File: src/spg_pkg.sv
package spg_pkg;

  localparam int MASK_AXES = 3;

  localparam logic [31:0] ORIGIN_POS  = 32'd5000;
  localparam logic [15:0] SPEED_RESET = 16'd10;

  localparam logic [2:0] CFG_UPPER_BASE = 3'd0;
  localparam logic [2:0] CFG_LOWER_BASE = 3'd3;

  typedef enum logic [2:0] {
    MODE_TICK     = 3'd0,
    MODE_ABSOLUTE = 3'd1,
    MODE_RELATIVE = 3'd2,
    MODE_SPEED    = 3'd3,
    MODE_ORIGIN   = 3'd4,
    MODE_ESTOP    = 3'd5
  } mode_t;

  typedef struct packed {
    mode_t       mode;
    logic        sel;
    logic [31:0] value;
    logic [15:0] speed;
  } axis_cmd_t;

  typedef struct packed {
    logic        step;
    logic        dir;
    logic        done;
    logic        below;
    logic        above;
    logic        clamp_low;
    logic        clamp_high;
    logic [31:0] position;
    logic [31:0] target;
    logic [15:0] speed;
  } axis_stat_t;

endpackage

File: src/spg_if.sv
interface spg_item_if;
  logic               valid;
  logic               ready;
  logic [2:0]         mode;
  logic [1:0]         axis;
  logic signed [32:0] move_value;
  logic [15:0]        speed_value;

  modport source (output valid, mode, axis, move_value, speed_value, input ready);
  modport sink (input valid, mode, axis, move_value, speed_value, output ready);
endinterface

interface spg_result_if;
  logic        valid;
  logic        ready;
  logic [2:0]  step_pins;
  logic [2:0]  dir_pins;
  logic [2:0]  done_mask;
  logic [2:0]  below_limit_mask;
  logic [2:0]  above_limit_mask;
  logic [2:0]  clamped_low_mask;
  logic [2:0]  clamped_high_mask;
  logic [31:0] axis_position_out;
  logic [31:0] axis_target_out;
  logic [15:0] axis_speed_out;

  modport source (output valid, step_pins, dir_pins, done_mask, below_limit_mask,
                  above_limit_mask, clamped_low_mask, clamped_high_mask,
                  axis_position_out, axis_target_out, axis_speed_out,
                  input ready);
  modport sink (input valid, step_pins, dir_pins, done_mask, below_limit_mask,
                above_limit_mask, clamped_low_mask, clamped_high_mask,
                axis_position_out, axis_target_out, axis_speed_out,
                output ready);
endinterface

File: src/spg_axis.sv
module spg_axis
  import spg_pkg::*;
(
  input  logic        clk,
  input  logic        rst,
  input  logic        en,
  input  axis_cmd_t   cmd,
  input  logic [31:0] upper,
  input  logic [31:0] lower,
  output axis_stat_t  stat
);

  logic [31:0] position, position_next;
  logic [31:0] target, target_next;
  logic [15:0] half_period, half_period_next;
  logic [16:0] tick_count, tick_count_next;
  logic        step_level, step_level_next;
  logic        dir_level, dir_level_next;
  logic        done_flag, done_flag_next;

  logic        below, above, clamp_low, clamp_high;
  logic [31:0] target_clamped;
  logic        dir_tick;

  always_comb begin
    below          = position < lower;
    above          = !below && (position > upper);
    clamp_low      = target < lower;
    clamp_high     = !clamp_low && (target > upper);
    target_clamped = clamp_low ? lower : (clamp_high ? upper : target);
    dir_tick       = position > target_clamped;
  end

  always_comb begin
    position_next    = position;
    target_next      = target;
    half_period_next = half_period;
    tick_count_next  = tick_count;
    step_level_next  = step_level;
    dir_level_next   = dir_level;
    done_flag_next   = done_flag;
    stat.below       = 1'b0;
    stat.above       = 1'b0;
    stat.clamp_low   = 1'b0;
    stat.clamp_high  = 1'b0;
    unique case (cmd.mode)
      MODE_TICK: begin
        stat.below      = below;
        stat.above      = above;
        stat.clamp_low  = clamp_low;
        stat.clamp_high = clamp_high;
        target_next     = target_clamped;
        dir_level_next  = dir_tick;
        if (half_period != 16'd0) begin
          if (position != target_clamped) begin
            done_flag_next = 1'b0;
            if (tick_count < {1'b0, half_period}) begin
              step_level_next = 1'b1;
              tick_count_next = tick_count + 17'd1;
            end else if (tick_count < {half_period, 1'b0}) begin
              step_level_next = 1'b0;
              tick_count_next = tick_count + 17'd1;
            end else begin
              tick_count_next = 17'd1;
              position_next   = dir_tick ? position - 32'd1 : position + 32'd1;
            end
          end else begin
            done_flag_next = 1'b1;
          end
        end
      end
      MODE_ABSOLUTE: begin
        if (cmd.sel) begin
          target_next = cmd.value;
        end
      end
      MODE_RELATIVE: begin
        if (cmd.sel) begin
          target_next = position + cmd.value;
        end
      end
      MODE_SPEED: begin
        if (cmd.sel) begin
          half_period_next = cmd.speed;
        end
      end
      MODE_ORIGIN: begin
        if (cmd.sel) begin
          position_next = ORIGIN_POS;
          target_next   = ORIGIN_POS;
        end
      end
      MODE_ESTOP: begin
        half_period_next = 16'd0;
        target_next      = position;
      end
      default: begin
      end
    endcase
    stat.step     = step_level_next;
    stat.dir      = dir_level_next;
    stat.done     = done_flag_next;
    stat.position = position_next;
    stat.target   = target_next;
    stat.speed    = half_period_next;
  end

  always_ff @(posedge clk) begin
    if (rst) begin
      position    <= ORIGIN_POS;
      target      <= ORIGIN_POS;
      half_period <= SPEED_RESET;
      tick_count  <= 17'd0;
      step_level  <= 1'b1;
      dir_level   <= 1'b1;
      done_flag   <= 1'b0;
    end else if (en) begin
      position    <= position_next;
      target      <= target_next;
      half_period <= half_period_next;
      tick_count  <= tick_count_next;
      step_level  <= step_level_next;
      dir_level   <= dir_level_next;
      done_flag   <= done_flag_next;
    end
  end

endmodule

File: src/multi_axis_step_pulse_generator.sv
// Channel   Direction  Content
// items     in         mode, axis, move_value, speed_value
// results   out        pins, done and limit masks, addressed axis state
// cfg_*     in         limit register writes, index 0..5
//
// Each request is taken into an input register and finished once the result is
// free or taken, when the axis state and result register are written together.
// One request is accepted in every cycle while the result is not stalled.
// A stalled result holds the input register; requests are still taken while
// the input register is empty. Reset is synchronous.
module multi_axis_step_pulse_generator
  import spg_pkg::*;
#(
  parameter int AXES = 3
) (
  input  logic               clk,
  input  logic               rst,
  spg_item_if.sink           items,
  spg_result_if.source       results,
  input  logic               cfg_write,
  input  logic [2:0]         cfg_index,
  input  logic [31:0]        cfg_data
);

  logic        in_valid;
  mode_t       in_mode;
  logic [1:0]  in_axis;
  logic [31:0] in_move;
  logic [15:0] in_speed;
  logic        fire;

  logic [31:0] upper_limit [AXES];
  logic [31:0] lower_limit [AXES];
  logic [AXES-1:0] sel;
  axis_stat_t  stat [AXES];

  logic [MASK_AXES-1:0] step_m, dir_m, done_m, below_m, above_m, clo_m, chi_m;
  logic [31:0] pos_sel, tgt_sel;
  logic [15:0] spd_sel;

  assign fire        = in_valid && (!results.valid || results.ready);
  assign items.ready = !in_valid || fire;

  always_ff @(posedge clk) begin
    if (rst) begin
      in_valid <= 1'b0;
    end else if (items.ready) begin
      in_valid <= items.valid;
    end
    if (items.ready && items.valid) begin
      in_mode  <= mode_t'(items.mode);
      in_axis  <= items.axis;
      in_move  <= items.move_value[31:0];
      in_speed <= items.speed_value;
    end
  end

  for (genvar i = 0; i < AXES; i++) begin : g_axis
    axis_cmd_t cmd;

    assign sel[i]     = ({2'b00, in_axis} == 4'(i));
    assign cmd.mode   = in_mode;
    assign cmd.sel    = sel[i];
    assign cmd.value  = in_move;
    assign cmd.speed  = in_speed;

    always_ff @(posedge clk) begin
      if (rst) begin
        upper_limit[i] <= 32'hFFFF_FFFF;
        lower_limit[i] <= 32'd0;
      end else if (cfg_write) begin
        if (i < 3 && cfg_index == CFG_UPPER_BASE + 3'(i)) begin
          upper_limit[i] <= cfg_data;
        end
        if (i < 3 && cfg_index == CFG_LOWER_BASE + 3'(i)) begin
          lower_limit[i] <= cfg_data;
        end
      end
    end

    spg_axis u_axis (
      .clk   (clk),
      .rst   (rst),
      .en    (fire),
      .cmd   (cmd),
      .upper (upper_limit[i]),
      .lower (lower_limit[i]),
      .stat  (stat[i])
    );
  end

  for (genvar i = 0; i < MASK_AXES; i++) begin : g_mask
    if (i < AXES) begin : g_used
      assign step_m[i]  = stat[i].step;
      assign dir_m[i]   = stat[i].dir;
      assign done_m[i]  = stat[i].done;
      assign below_m[i] = stat[i].below;
      assign above_m[i] = stat[i].above;
      assign clo_m[i]   = stat[i].clamp_low;
      assign chi_m[i]   = stat[i].clamp_high;
    end else begin : g_unused
      assign step_m[i]  = 1'b0;
      assign dir_m[i]   = 1'b0;
      assign done_m[i]  = 1'b0;
      assign below_m[i] = 1'b0;
      assign above_m[i] = 1'b0;
      assign clo_m[i]   = 1'b0;
      assign chi_m[i]   = 1'b0;
    end
  end

  always_comb begin
    pos_sel = 32'd0;
    tgt_sel = 32'd0;
    spd_sel = 16'd0;
    for (int i = 0; i < AXES; i++) begin
      pos_sel = pos_sel | ({32{sel[i]}} & stat[i].position);
      tgt_sel = tgt_sel | ({32{sel[i]}} & stat[i].target);
      spd_sel = spd_sel | ({16{sel[i]}} & stat[i].speed);
    end
  end

  always_ff @(posedge clk) begin
    if (rst) begin
      results.valid <= 1'b0;
    end else if (fire) begin
      results.valid <= 1'b1;
    end else if (results.ready) begin
      results.valid <= 1'b0;
    end
    if (fire) begin
      results.step_pins         <= step_m;
      results.dir_pins          <= dir_m;
      results.done_mask         <= done_m;
      results.below_limit_mask  <= below_m;
      results.above_limit_mask  <= above_m;
      results.clamped_low_mask  <= clo_m;
      results.clamped_high_mask <= chi_m;
      results.axis_position_out <= pos_sel;
      results.axis_target_out   <= tgt_sel;
      results.axis_speed_out    <= spd_sel;
    end
  end

`ifndef NO_ASSERTIONS
  a_fire_gives_result: assert property (@(posedge clk) disable iff (rst)
    fire |=> results.valid)
    else $error("Accepted request produced no result.");

  a_ready_only_stalled: assert property (@(posedge clk) disable iff (rst)
    !items.ready |-> (in_valid && results.valid && !results.ready))
    else $error("Input refused without a stalled result.");

  a_command_no_flags: assert property (@(posedge clk) disable iff (rst)
    (fire && in_mode != MODE_TICK) |=>
      (results.below_limit_mask == 3'd0 && results.above_limit_mask == 3'd0 &&
       results.clamped_low_mask == 3'd0 && results.clamped_high_mask == 3'd0))
    else $error("Limit flags set on a command request.");

  a_bad_axis_zero: assert property (@(posedge clk) disable iff (rst)
    (fire && int'(in_axis) >= AXES) |=>
      (results.axis_position_out == 32'd0 && results.axis_target_out == 32'd0 &&
       results.axis_speed_out == 16'd0))
    else $error("Unknown axis reported non-zero state.");
`endif

endmodule

File: src/flat_wrapper.sv
// flat-port wrapper written by rule: the top's interface ports become plain ports
module multi_axis_step_pulse_generator_flat import spg_pkg::*;
#(
  parameter int AXES = 3
)
  (clk, rst, cfg_write, cfg_index, cfg_data, items_valid, items_mode, items_axis, items_move_value, items_speed_value, items_ready, results_valid, results_step_pins, results_dir_pins, results_done_mask, results_below_limit_mask, results_above_limit_mask, results_clamped_low_mask, results_clamped_high_mask, results_axis_position_out, results_axis_target_out, results_axis_speed_out, results_ready);
  spg_item_if items_i ();
  spg_result_if results_i ();
  input  logic clk;
  input  logic rst;
  input  logic cfg_write;
  input  logic [2:0] cfg_index;
  input  logic [31:0] cfg_data;
  input wire logic [$bits(items_i.valid)-1:0] items_valid;
  input wire logic [$bits(items_i.mode)-1:0] items_mode;
  input wire logic [$bits(items_i.axis)-1:0] items_axis;
  input wire logic [$bits(items_i.move_value)-1:0] items_move_value;
  input wire logic [$bits(items_i.speed_value)-1:0] items_speed_value;
  output wire logic [$bits(items_i.ready)-1:0] items_ready;
  output wire logic [$bits(results_i.valid)-1:0] results_valid;
  output wire logic [$bits(results_i.step_pins)-1:0] results_step_pins;
  output wire logic [$bits(results_i.dir_pins)-1:0] results_dir_pins;
  output wire logic [$bits(results_i.done_mask)-1:0] results_done_mask;
  output wire logic [$bits(results_i.below_limit_mask)-1:0] results_below_limit_mask;
  output wire logic [$bits(results_i.above_limit_mask)-1:0] results_above_limit_mask;
  output wire logic [$bits(results_i.clamped_low_mask)-1:0] results_clamped_low_mask;
  output wire logic [$bits(results_i.clamped_high_mask)-1:0] results_clamped_high_mask;
  output wire logic [$bits(results_i.axis_position_out)-1:0] results_axis_position_out;
  output wire logic [$bits(results_i.axis_target_out)-1:0] results_axis_target_out;
  output wire logic [$bits(results_i.axis_speed_out)-1:0] results_axis_speed_out;
  input wire logic [$bits(results_i.ready)-1:0] results_ready;
  assign items_i.valid = items_valid;
  assign items_i.mode = items_mode;
  assign items_i.axis = items_axis;
  assign items_i.move_value = items_move_value;
  assign items_i.speed_value = items_speed_value;
  assign items_ready = items_i.ready;
  assign results_valid = results_i.valid;
  assign results_step_pins = results_i.step_pins;
  assign results_dir_pins = results_i.dir_pins;
  assign results_done_mask = results_i.done_mask;
  assign results_below_limit_mask = results_i.below_limit_mask;
  assign results_above_limit_mask = results_i.above_limit_mask;
  assign results_clamped_low_mask = results_i.clamped_low_mask;
  assign results_clamped_high_mask = results_i.clamped_high_mask;
  assign results_axis_position_out = results_i.axis_position_out;
  assign results_axis_target_out = results_i.axis_target_out;
  assign results_axis_speed_out = results_i.axis_speed_out;
  assign results_i.ready = results_ready;
  multi_axis_step_pulse_generator #(.AXES(AXES)) u_core (.clk(clk), .rst(rst), .items(items_i), .results(results_i), .cfg_write(cfg_write), .cfg_index(cfg_index), .cfg_data(cfg_data));
endmodule
File: config.mk
export PLATFORM = sky130hd
export DESIGN_NAME = multi_axis_step_pulse_generator_flat
export DESIGN_NICKNAME = d
export VERILOG_FILES = /design/src/spg_pkg.sv /design/src/spg_if.sv /design/src/spg_axis.sv /design/src/multi_axis_step_pulse_generator.sv /design/src/flat_wrapper.sv
export SDC_FILE = /design/constraint.sdc
export NUM_CORES = 2
export LEC_CHECK = 0
export CELL_PAD_IN_SITES_DETAIL_PLACEMENT = 0
export CELL_PAD_IN_SITES_GLOBAL_PLACEMENT = 1
export CORE_ASPECT_RATIO = 0.6
export CORE_MARGIN = 3
export CORE_UTILIZATION = 40
export CTS_CLUSTER_SIZE = 30
export DETAILED_ROUTE_END_ITERATION = 6
export DONT_BUFFER_PORTS = 1
export PLACE_DENSITY = 0.77
export SKIP_CTS_REPAIR_TIMING = 1
export SLEW_MARGIN = 20
export SYNTH_ARGS = -nofsm -noshare
export SYNTH_HDL_FRONTEND = slang
export SYNTH_SLANG_ARGS = --single-unit
File: constraint.sdc
create_clock -name clk -period 14.6 [get_ports clk]
set_clock_uncertainty 0.1 [all_clocks]
set_input_delay 0.73 -clock clk [delete_from_list [all_inputs] [get_ports clk]]
set_output_delay 0.73 -clock clk [all_outputs]
set_load 0.05 [all_outputs]
After elaboration in Yosys (flattened, before gate mapping)
Memory sizes are Yosys's and may differ from the RTL's.
Cells that the tools add are included.

word-level totals
  register bits = 456
  latch bits = 0
  RAM bits = 192
  memory bits (read-only) = 0
  input port bits = 94
  output and inout port bits = 103
  word-level logic and storage cells = 248
  memories = 2

cells by class
  $add $sub $neg = 12
  multipliers = 0
  div/mod/pow operators = 0
  magnitude comparators = 21
  equal/unequal tests = 15
  shifts and indexed selects = 0
  multiplexer cells = 112
  bitwise gates (word level) = 21
  reduce and logical (&&, ||, !) cells = 28

memories
  memory              words  bits a word  rd ports  clocked after memory_dff  write ports  line                                   source
  u_core.lower_limit  3      32           3         0                         3            multi_axis_step_pulse_generator.sv:33  logic [31:0] lower_limit [AXES];
  u_core.upper_limit  3      32           3         0                         3            multi_axis_step_pulse_generator.sv:32  logic [31:0] upper_limit [AXES];

operator list
  cell                                                 number
  2-to-1 mux 32 bit                                    39
  case mux 32 bit (5 select lines)                     3
  > comparator 32 bit                                  9
  bitwise AND 32 bit                                   6
  less-than comparator 32 bit                          6
  case mux 32 bit (2 select lines)                     3
  bitwise OR 32 bit                                    4
  2-to-1 mux 17 bit                                    6
  adder 32 x 1 -> 32 bit (second input constant)       3
  adder 32 bit                                         3
  != test 32 bit                                       3
  case mux 16 bit (2 select lines)                     3
  subtractor 32 x 1 -> 32 bit (second input constant)  3
  2-to-1 mux 1 bit                                     55
  adder 17 x 1 -> 17 bit (second input constant)       3
  less-than comparator 17 x 16 -> 1 bit                3
  less-than comparator 17 bit                          3
  bitwise AND 16 bit                                   3
  2-to-1 mux 16 bit                                    3
  nonzero test 16 bit                                  3
  bitwise OR 16 bit                                    2
  == test 3 x 2 -> 1 bit (second input constant)       4
  == test 3 bit (second input constant)                4
  AND reduction 4 bit                                  3
  other kinds (10)                                     32

Depth between registers and ports, before layout
  depth in word-level cells = 15
  gate-level depth with buffers = 33
  depth with buffers taken out = 29

Modules after synthesis
A second synthesis with hierarchy kept.

second synthesis, totals
  cell total of the unflattened synthesis = 6,478
  area, all modules = 56,195.1 µm²

by module, submodules not included
  module                              times used  cells each  area each (µm²)  seq. area each (µm²)
  spg_axis (u_core.g_axis[0].u_axis)  1           1,942       14,397.6         2,001.9
  spg_axis (u_core.g_axis[2].u_axis)  1           1,860       14,093.5         2,001.9
  spg_axis (u_core.g_axis[1].u_axis)  1           1,846       13,955.9         2,001.9
  multi_axis_step_pulse_generator     1           830         13,748.2         10,430.0

Worst setup path after synthesis
Ideal clock, no wire load.

  path kind = register to register
  from = memory u_core.upper_limit[2][13]
  to = register u_core.results.axis_position_out[30] (netlist bit) (data pin)
  library setup time = 275 ps
  data arrival time = 7,880 ps
  data required time = 14,225 ps
  path slack = 6,345 ps
  cell stages (with the launch flop) = 32
  path buffers = 3
  clock period less this slack = 8,255 ps
  cells stage by stage = edfxtp_1 -> inv_1 -> ha_1 -> nand4_1 -> or3_1 -> nor3_1 -> or3b_4 -> nand2_1 -> buf_2 -> buf_2 -> buf_1 -> nand2_1 -> a21oi_1 -> a21oi_1 -> ha_1 -> nand4_1 -> nor4_2 -> a221oi_1 -> o21ai_0 -> a211oi_1 -> nor2_1 -> ha_1 -> a211oi_1 -> o21a_1 -> o211ai_1 -> o21ai_1 -> o31ai_1 -> a221o_1 -> a21o_1 -> xor2_1 -> a221oi_1 -> o32ai_1

RTL lines
  item                    line                                    source
  start: declaration      multi_axis_step_pulse_generator.sv:32
  end signal: assignment  multi_axis_step_pulse_generator.sv:139  results.axis_position_out <= pos_sel;
  end: declaration        spg_if.sv:29                            axis_position_out, axis_target_out, axis_speed_out,

Worst setup path after layout
  from = register u_core.g_axis[1].u_axis.target[31]
  to = register u_core.results.axis_position_out[28] (netlist bit) (data pin)

on the way
  cells in the longest elaborated chain, start to end = 15
  elaborated cells between the ends (all ways) = 17
  classes of those cells = order compare: 3; eq/ne: 1; mux: 8; bitwise: 3; reduce/logical: 2

ends and longest elaborated chain
  item                                line                                    source
  start: declaration                  spg_axis.sv:14                          logic [31:0] target, target_next;
  start signal: assignment            spg_axis.sv:119                         target <= target_next;
  less-than comparator 32 bit         spg_axis.sv:28                          clamp_low = target < lower;
  zero test 1 bit                     spg_axis.sv:29                          clamp_high = !clamp_low && (target > upper);
  logical AND 1 bit                   spg_axis.sv:29
  2-to-1 mux 32 bit                   spg_axis.sv:30                          target_clamped = clamp_low ? lower : (clamp_high ? upper : target);
  2-to-1 mux 32 bit *                 spg_axis.sv:30
  > comparator 32 bit                 spg_axis.sv:31                          dir_tick = position > target_clamped;
  2-to-1 mux 32 bit                   spg_axis.sv:65                          position_next = dir_tick ? position - 32'd1 : position + 32'd1;
  2-to-1 mux 32 bit                   spg_axis.sv:60                          end else if (tick_count < {half_period, 1'b0}) begin
  2-to-1 mux 32 bit                   spg_axis.sv:57                          if (tick_count < {1'b0, half_period}) begin
  2-to-1 mux 32 bit *                 spg_axis.sv:55                          if (position != target_clamped) begin
  2-to-1 mux 32 bit *                 spg_axis.sv:54                          if (half_period != 16'd0) begin
  case mux 32 bit (2 select lines) *  spg_axis.sv:46                          unique case (cmd.mode)
  bitwise AND 32 bit *                multi_axis_step_pulse_generator.sv:117  pos_sel = pos_sel | ({32{sel[i]}} & stat[i].position);
  bitwise OR 32 bit * (2 in series)   multi_axis_step_pulse_generator.sv:117
  net u_core.pos_sel[28]              multi_axis_step_pulse_generator.sv:38   logic [31:0] pos_sel, tgt_sel;

The timed path passes the listed nets; every way through them passes the cells marked *.
A chain may end at the register's enable or synchronous reset.

==> run_results.csv <==
group,metric,value,unit
worst_setup_path,critPathBufInv,2,
worst_setup_path,arrival,10.38,ns
detailed_routing,wire_per_inst,32.18,um
floorplan,rows,104,
logic_synthesis,synth_top_family_by_area,"compound AO/OA/AOI/OAI gates",
logic_synthesis,ys_types,98,
sta,hold_viol,0,
logic_synthesis,synth_compound_area_share,27.22,%
clock_network,clock_latency,0.72,ns
clock_network,cts_tree,"built",
sta,period_share,69.06,%
worst_setup_path,cp_top_family,"compound AO/OA/AOI/OAI gates",
placement,portBuffers,0,
finish,n_fill_cell,13038,
worst_setup_path,slowest_delay,0.84,ns
outcome,status,"complete, but fails checks",
worst_setup_path,worst_ep_required_time,14.89,ns
floorplan,start_util,40.47,%
clock_network,clockRootBuffer,"clkbuf_16",
logic_synthesis,synth_seq_cells,648,
floorplan,die_h,291.9,um
clock_network,cts-htree-levels,3,
hold_path,hp-class,"in2reg",
logic_synthesis,synth_mux_area_share,1.272,%
logic_synthesis,synth_edf_count,346,
power,finalPower,0.005538,W
floorplan,core,134700,um2
logic_synthesis,synth_nets,7213,
grt,antenna_found_initial,38,
grt,grt_pass1_wl,368600,um
floorplan,io_pins,197,
floorplan,dieArea,140900,um2
worst_setup_path,slowest_stage,"a211oi_2",
logic_synthesis,synth_xor_area_share,3.117,%
detailed_routing,dr.pass1.iters,7,
clock_network,path_clk_slew,0.08,ns
worst_setup_path,criticalPathCategory,"reg2reg",
logic_synthesis,ys_top_cells_by_area,"edfxtp_1, ha_1, dfxtp_1",
worst_setup_path,cp-start-kind,"register",
placement,post-dp-hpwl,203200,um
logic_synthesis,synthesis.area,54510,um2
finish,area_growth,10.52,%
grt,grt_max_degree,181,
sta,tns,0,ns
logic_synthesis,netlist.top_cell.by_area,"edfxtp_1",
logic_synthesis,synth_ff_type,"edfxtp_1",
grt,grt_overflow,0,
logic_synthesis,synth-simple-area-share,16.41,%
detailed_routing,drc,48,
grt,grt_pass1_vias,48628,
floorplan,die_w,482.6,um
finish,regArea,16440,um2
detailed_routing,wirelength,266500,um
logic_synthesis,avgSynthCellArea,8.566,um2
sta,max_clock_freq,99.18,MHz
power,ir_drop,0.1109,mV
detailed_routing,num_vias,55161,
sta,fin_crit,10.08,ns
finish,drive_gt1_share,8.663,%
finish,multi_input_area,35920,um2
detailed_routing,drtIter0Drc,8901,
logic_synthesis,async_reset_ff_share,0,%
worst_setup_path,endpoint_kind,"register",
power,p_leak,25.48,nW
logic_synthesis,yosysTopAreaCellShare,19.06,%
placement,gp_congestion,1.049,
logic_synthesis,synthCells,6363,
finish,nNetsFinal,7181,
logic_synthesis,ys_seq_area_share,30.15,%
sta,finalMaxSlewViolations,0,
sta,maxSlewHeadroom,18.42,%
worst_setup_path,path_max_fanout,36,
logic_synthesis,ys.warnings.count,0,
clock_network,cts_buffers,76,
sta,rsz0062_at_grt,"no",
sta,worstMarginPinSlew,1.224,ns
sta,setup_viol,0,
grt,track_usage,36.32,%
run,max-cap-violations,0,
detailed_routing,viasPerCell,6.660,
logic_synthesis,synth_adder_area_share,17.44,%
detailed_routing,drtAntennaViolNets,0,
clock_network,cts_buffer_depth,3,
outcome,violations,"DRC",
clock_network,cts.sink_count,648,
power,powerDensity,91.94,nW/um2
[cells in the mapped netlist, types with 90 or more instances]
| cell type | instances |
|---|---|
| a21oi_1 | 520 |
| dfxtp_1 | 302 |
| nand2_1 | 488 |
| o21ai_0 | 467 |
| edfxtp_1 | 346 |
| nand3_1 | 129 |
| a211oi_1 | 134 |
| and2_1 | 122 |
| clkbuf_1 | 246 |
| a21o_1 | 222 |
| nor3_1 | 123 |
| nand4_1 | 125 |
| nor2_1 | 512 |
| xnor2_1 | 104 |
| xor2_1 | 90 |
| or2_2 | 112 |
| inv_1 | 300 |
| ha_1 | 750 |
[cell usage in the layout (no fill, tap or decap), drive strengths merged, types with 124 or more instances in the layout]
| master | count |
|---|---|
| nor3 | 127 |
| inv | 308 |
| nor2 | 514 |
| ha | 750 |
| buf | 190 |
| a211oi | 138 |
| nand2 | 488 |
| a21oi | 520 |
| nand4 | 125 |
| nand3 | 129 |
| and2 | 124 |
| dfxtp | 302 |
| a21o | 222 |
| edfxtp | 346 |
| o21ai | 479 |
[registers in the layout, summed over array words and instances, names as in the netlist, 16 cells and up]
signal	flops
u_core.in_move	32
u_core.g_axis.u_axis.tick_count	51
u_core.lower_limit	96
u_core.results.axis_speed_out	16
u_core.upper_limit	96
u_core.in_speed	16
u_core.results.axis_target_out	32
u_core.g_axis.u_axis.target	96
u_core.g_axis.u_axis.position	96
u_core.results.axis_position_out	32
u_core.g_axis.u_axis.half_period	48
[kinds of logic (layout without fill, tap and decap cells)]
kind of cell,after synthesis,count (layout)
buffers and inverters,617,649
other,0,85
XOR/XNOR,194,194
multiplexers,67,67
adder cells (fa/ha/maj),756,756
flip-flops,648,648
AO/OA/AOI/OAI,2222,2222
AND/OR/NAND/NOR,1859,1859
[power breakdown]
part           internal [W]  total [W]  switching, W
Sequential          0.00202    0.00220      0.000186
Clock               0.00124    0.00214      0.000904
Combinational      0.000390    0.00119      0.000799
[through the flow]
stage          hold slack (ns)  instance area (um2)  cells  utilization, %  setup WS (ns)
2_1_floorplan           0.3406                54510   6363               -          6.345
3_3_place_gp            0.3513                57150   8041           42.43          4.819
3_5_place_dp            0.3615                57150   8041           42.44          4.804
4_1_cts               -0.01374                59850   8183           44.44          4.781
5_1_grt              -0.001364                60080   8219           44.61          4.163
6_report             0.0007621                60240   8282           44.73          4.518
[final cells by class]
cell class                      instances  area share [%]
Timing Repair Buffer                  202           2.588
Sequential cell                       648           27.28
Clock inverter                         42          0.8516
Antenna cell                           85          0.3531
Multi-Input combinational cell       5098           59.63
Clock buffer                          100           3.633
Tap cell                             1802           3.743
Inverter                              305           1.917
[routing by layer]
metal | global-route usage, % | wire, um
met1 | 53.12 | 115300
met2 | 44.20 | 93550
met3 | 18.08 | 45510
met4 | 13.19 | 11930
met5 | 1.070 | 176
[path summary, 6_finish.rpt]
check	start	endpoint	slack (ns)	cells after the start
max reg2reg	u_core.g_axis[1].u_axis.target[31]	u_core.results.axis_position_out[28]	4.52	28
min	items_move_value[11]	u_core.in_move[11]	0.0008	0
max	u_core.g_axis[1].u_axis.target[31]	u_core.results.axis_position_out[28]	4.52	28
min reg2reg	u_core.g_axis[2].u_axis.dir_level	u_core.g_axis[2].u_axis.dir_level	0.38	2
(Power assumes the default switching activity.)
